===== config.mk =====
export PLATFORM = sky130hd
export DESIGN_NAME = ljpe_ctrl
export DESIGN_NICKNAME = d
export VERILOG_FILES = /design/src/sv/ljpe_pkg.sv /design/src/sv/ljpe_ctrl.sv
export SDC_FILE = /design/constraint.sdc
export NUM_CORES = 1
export LEC_CHECK = 0
export BUFFER_PORTS_ARGS = -buffer_cell sky130_fd_sc_hd__buf_2
export CAP_MARGIN = 15
export CORE_MARGIN = 2
export CORE_UTILIZATION = 30
export DETAILED_ROUTE_END_ITERATION = 16
export GPL_TIMING_DRIVEN = 0
export MAX_ROUTING_LAYER = met4
export PLACE_DENSITY = 0.6
export RECOVER_POWER = 50
export SYNTH_ARGS = -nofsm -noshare
export SYNTH_HDL_FRONTEND = slang
export SYNTH_SLANG_ARGS = --single-unit

===== constraint.sdc =====
create_clock -name clk_i -period 1.85 [get_ports clk_i]
set_clock_uncertainty 0.05 [all_clocks]
set_input_delay 0.2775 -clock clk_i [delete_from_list [all_inputs] [get_ports clk_i]]
set_output_delay 0.2775 -clock clk_i [all_outputs]
set_load 0.03 [all_outputs]

===== src/sv/ljpe_pkg.sv =====
// ----------------------------------------------------------------------------
// ljpe_pkg
// Types and constants shared by the Lennard-Jones pair energy accumulator.
// ----------------------------------------------------------------------------
package ljpe_pkg;

  localparam int unsigned COORD_W   = 22;
  localparam int unsigned SIGMA_W   = 20;
  localparam int unsigned EPS_W     = 24;
  localparam int unsigned SIG2_W    = 2 * SIGMA_W;
  localparam int unsigned ENERGY_W  = 48;
  localparam int unsigned TOTAL_W   = 64;
  localparam int unsigned CFG_IDX_W = 8;
  localparam int unsigned CFG_DAT_W = 32;

  localparam logic [CFG_IDX_W-1:0] REG_SIGMA = 8'd0;
  localparam logic [CFG_IDX_W-1:0] REG_EPS   = 8'd1;

  localparam logic [SIGMA_W-1:0] SIGMA_RST = 20'd13107;
  localparam logic [EPS_W-1:0]   EPS_RST   = 24'd262144;

  localparam logic [63:0] CHAIN_CAP = 64'h4000_0000_0000_0000;
  localparam logic [63:0] E_MAX     = 64'h0000_7FFF_FFFF_FFFF;
  localparam logic [63:0] M_LIMIT   = E_MAX >> 2;

  // multiply jobs, in sequence order
  localparam logic [2:0] JOB_SQ_X  = 3'd0;
  localparam logic [2:0] JOB_SQ_Y  = 3'd1;
  localparam logic [2:0] JOB_SQ_Z  = 3'd2;
  localparam logic [2:0] JOB_Q2    = 3'd3;
  localparam logic [2:0] JOB_S6    = 3'd4;
  localparam logic [2:0] JOB_S12   = 3'd5;
  localparam logic [2:0] JOB_EPS   = 3'd6;

  localparam logic [2:0] MUL_LAST  = 3'd4;

  typedef enum logic [2:0] {
    OP_NONE,
    OP_LOAD,
    OP_MUL_STEP,
    OP_STORE,
    OP_DIV_INIT,
    OP_DIV_STEP,
    OP_FINISH
  } op_e;

  typedef struct packed {
    op_e        op;
    logic [2:0] job;
    logic [2:0] idx;
  } cmd_t;

  typedef struct packed {
    logic r2_zero;
    logic out_busy;
  } status_t;

endpackage


===== src/sv/ljpe_ctrl.sv =====
// ----------------------------------------------------------------------------
// ljpe_ctrl
// Sequencer: squares, zero check, restoring divide, power chain, finish.
// ----------------------------------------------------------------------------
module ljpe_ctrl #(
  parameter int unsigned FRAC_BITS = 16
) (
  input  logic               clk_i,
  input  logic               rst_ni,
  input  logic               in_valid_i,
  output logic               in_ready_o,
  input  ljpe_pkg::status_t  status_i,
  output ljpe_pkg::cmd_t     cmd_o
);

  localparam int unsigned DIV_STEPS = ljpe_pkg::SIG2_W + FRAC_BITS;
  localparam int unsigned CNT_W     = $clog2(DIV_STEPS);
  localparam logic [CNT_W-1:0] DIV_LAST = CNT_W'(DIV_STEPS - 1);

  localparam logic [2:0] S_IDLE  = 3'd0;
  localparam logic [2:0] S_MUL   = 3'd1;
  localparam logic [2:0] S_STORE = 3'd2;
  localparam logic [2:0] S_ZCHK  = 3'd3;
  localparam logic [2:0] S_DIV   = 3'd4;
  localparam logic [2:0] S_FIN   = 3'd5;

  logic [2:0]       state_q, state_d;
  logic [2:0]       job_q, job_d;
  logic [CNT_W-1:0] cnt_q, cnt_d;

  always_ff @(posedge clk_i or negedge rst_ni) begin
    if (!rst_ni) begin
      state_q <= S_IDLE;
      job_q   <= '0;
      cnt_q   <= '0;
    end else begin
      state_q <= state_d;
      job_q   <= job_d;
      cnt_q   <= cnt_d;
    end
  end

  assign in_ready_o = (state_q == S_IDLE);

  always_comb begin
    state_d    = state_q;
    job_d      = job_q;
    cnt_d      = cnt_q;
    cmd_o.op   = ljpe_pkg::OP_NONE;
    cmd_o.job  = job_q;
    cmd_o.idx  = cnt_q[2:0];
    case (state_q)
      S_IDLE: begin
        if (in_valid_i) begin
          cmd_o.op = ljpe_pkg::OP_LOAD;
          job_d    = ljpe_pkg::JOB_SQ_X;
          cnt_d    = '0;
          state_d  = S_MUL;
        end
      end
      S_MUL: begin
        cmd_o.op = ljpe_pkg::OP_MUL_STEP;
        if (cnt_q[2:0] == ljpe_pkg::MUL_LAST) begin
          cnt_d   = '0;
          state_d = S_STORE;
        end else begin
          cnt_d = cnt_q + 1'b1;
        end
      end
      S_STORE: begin
        cmd_o.op = ljpe_pkg::OP_STORE;
        if (job_q == ljpe_pkg::JOB_SQ_Z) begin
          state_d = S_ZCHK;
        end else if (job_q == ljpe_pkg::JOB_EPS) begin
          state_d = S_FIN;
        end else begin
          job_d   = job_q + 1'b1;
          state_d = S_MUL;
        end
      end
      S_ZCHK: begin
        if (status_i.r2_zero) begin
          state_d = S_FIN;
        end else begin
          cmd_o.op = ljpe_pkg::OP_DIV_INIT;
          cnt_d    = '0;
          state_d  = S_DIV;
        end
      end
      S_DIV: begin
        cmd_o.op = ljpe_pkg::OP_DIV_STEP;
        if (cnt_q == DIV_LAST) begin
          cnt_d   = '0;
          job_d   = ljpe_pkg::JOB_Q2;
          state_d = S_MUL;
        end else begin
          cnt_d = cnt_q + 1'b1;
        end
      end
      S_FIN: begin
        if (!status_i.out_busy) begin
          cmd_o.op = ljpe_pkg::OP_FINISH;
          state_d  = S_IDLE;
        end
      end
      default: begin
        state_d = S_IDLE;
      end
    endcase
  end

endmodule


==> run_results.csv <==
group,metric,value,unit
run_status,outcome,"finished, violations left",
run_status,failed_checks,"design-rule violations",
clock_tree,clock_tree.root_cell,"clkbuf_4",
timing,drv_slew,0,
floorplanning,pin_count,15,
grt,first_global_vias,797,
detailed_routing,finalWirelength,2100,microns
placed_design,gp_congestion,0.789,
synth,synthTopCellsByArea,"dfrtp_1, ha_1, nand2_1",
floorplanning,fp.coreArea,2810,sq um
synth,yosys_register_bits,12,
synth,async_reset_ff_share,100,%
timing,setup_tns,0,ns
timing,rsz0062_at_grt,"false",
placed_design,placedInstanceArea,1000,sq um
cells_and_area,instances_no_fill,158,
detailed_routing,drt-pass1-iter-count,12,
synth,yosysWarningCount,0,
synth,synth_top_area_share,33.6,%
power_and_ir_drop,power_density,1730,nW/um^2
cells_and_area,nets,137,
clock_tree,cts.sinks,12,
timing,setup_ws,0.0591,ns
detailed_routing,num_vias,853,
grt,antenna_found_initial,0,
synth,yosysUniqueCellTypes,42,
timing,hold_violations,0,
synth,synth-main-ff-cell,"dfrtp_1",
detailed_routing,via_per_inst,5.40,
placed_design,dp_hpwl,1520,microns
critical_path,path_class,"reg2reg",
synth,yosysTopAreaCell,"dfrtp_1",
critical_path,critPathCaptureType,"flip-flop",
detailed_routing,drc_errors,2,
grt,grt_pass1_wl,3570,microns
critical_path,worstPathMaxFanout,6,
critical_path,critPathRequiredTime,1.99,ns
timing,tightest_slew,0.674,ns
detailed_routing,wl_per_cell,13.3,microns
job,drv_cap,0,
synth,synth_edf_count,0,
timing,min_period_over_period,96.8,%
timing,fmax,558,MHz
cells_and_area,fillers,287,
detailed_routing,ant_nets,0,
critical_path,arrival,1.93,ns
clock_tree,numCtsBuffers,3,
timing,setup_viol,0,
floorplanning,num_rows,19,
power_and_ir_drop,leakagePower,0.484,nW
floorplanning,dieHeight,58.6,microns
clock_tree,clk_latency,0.28,ns
timing,relSlewSlack,55.1,%
clock_tree,path_clk_slew,0.08,ns
clock_tree,clock_path_buffers,2,
detailed_routing,drt-initial-drc-count,47,
power_and_ir_drop,vdd_drop_max,0.641,mV
critical_path,cp-start-kind,"flip-flop",
grt,track_usage,13.9,%
power_and_ir_drop,power,1.87,mW
synth,ys_seq_area_share,33.6,%
clock_tree,htree_num_levels,1,
cells_and_area,fin_area,1080,sq um
synth,synthCells,107,
placed_design,place_ws,0.0433,ns
floorplanning,dieWidth,58.6,microns
placed_design,io_buffers,14,
clock_tree,tritoncts,"yes",
synth,syn-cell-area,895,sq um
floorplanning,start_util,31.9,%
grt,grt_max_degree,13,
cells_and_area,seqCellArea,303,sq um
grt,grt_overflow,0,
timing,hold_slack,0.328,ns
synth,synth_nets,116,
cells_and_area,final_util,38.5,%
min_path,min_path_type,"in2reg",
cells_and_area,drive_gt1_share,24.4,%
floorplanning,dieArea,3430,sq um
placed_design,dp.cells,152,
synth,avgSynthCellArea,8.36,sq um
cells_and_area,multi_input_area,531,sq um
cells_and_area,syn2layout_area_growth,20.7,%
cells_and_area,antenna_cells,0,
timing,finalWorstPathRequiredPeriod,1.79,ns
==> flip-flops by register name (all words and copies together) (netlist names) <==
register,count
state_q,3
cnt_q,6
job_q,3
==> metal layers <==
metal,part of all wire (%),global-route usage [%],up-vias
met1,48,18.5,402
met2,46,20.5,24
met5,0,-,-
li1,-,-,423
met3,4.6,3.52,4
met4,1.4,4.55,0
==> layout make-up <==
class / count / area share [%]
flip-flops and latches: 12 / 28.0
inverters: 8 / 2.78
multi-input cells: 79 / 49.1
clock buffers: 4 / 3.36
well taps: 31 / 3.59
plain buffers: 8 / 4.87
repair buffers: 16 / 8.23
==> placed cells by master, fill, tap and decap left out, types with 2 or more instances in the layout <==
cell type  synthesis  final
a21oi_1            4      4
a22oi_1            2      2
a32oi_1            2      2
buf_2              4      9
buf_4              3      8
clkbuf_1           0      5
clkbuf_4           0      4
dfrtp_1           12     10
dfrtp_2            0      2
ha_1               4      3
inv_1              8      8
mux2i_1            2      2
nand2_1           12     12
nand2b_1           3      2
nand3_1            2      2
nand4_1            2      2
nor2_1             5      4
nor3_1             3      3
o211ai_1           2      2
o21ai_0            5      5
o21ai_1            7      7
or4_1              2      2
==> final timing paths <==
kind	from	slack (ns)	endpoint	depth (start not counted)
worst max-delay path	state_q[2]	0.06	job_q[2]	4
worst min-delay path	status_i[1]	0.33	state_q[0]	3
worst max register to register	state_q[2]	0.06	job_q[2]	4
worst min register to register	cnt_q[0]	0.48	cnt_q[0]	1
max in group asynchronous	rst_ni	0.80	state_q[2]	2
min in group asynchronous	rst_ni	0.48	state_q[1]	2
==> worst max-delay path, stage by stage (launching register included) <==
cell and delay, ns:
dfrtp_2 0.45, and2_1 0.19, a211o_1 0.29, or4_1 0.54, a22oi_1 0.20
==> synthesized netlist by cell type (all sizes together) (2+ instances only) <==
cell type / instances
nor2b: 2
dfrtp: 12
mux2i: 2
or4: 2
a21oi: 4
a211oi: 2
o21ai: 12
a32oi: 2
inv: 8
a22oi: 2
nand3: 2
nand4: 2
nand2b: 4
nor2: 5
buf: 8
nand2: 12
ha: 4
o211ai: 2
nor3: 3
==> power breakdown <==
group | total (mW) | switching [mW] | leakage [nW] | internal [mW]
Combinational | 1.19 | 0.724 | 0.306 | 0.470
Clock | 0.221 | 0.101 | 0.0210 | 0.120
Sequential | 0.455 | 0.0965 | 0.156 | 0.358
Total | 1.87 | 0.922 | 0.484 | 0.948
==> cell families (layout without fill, tap and decap cells) <==
group	Yosys count	count (layout)	synth area share, %
compound gates	34	34	25.7
flops	12	12	33.6
buf+inv	16	36	8.53
fa+ha+maj	4	4	5.59
simple gates	36	36	21.1
mux	3	3	3.50
xor+xnor	2	2	1.96
==> repair_timing <==
item / 4_1_cts / 5_1_grt
hold buffers: 1 / 0
gates resized for setup: 2 / 12
pin swaps: 0 / 1
endpoints found under the setup margin: 2 / 9
buffers inserted: 0 / 1
endpoints found under the hold margin: 12 / 0
(Power assumes the default switching activity.)
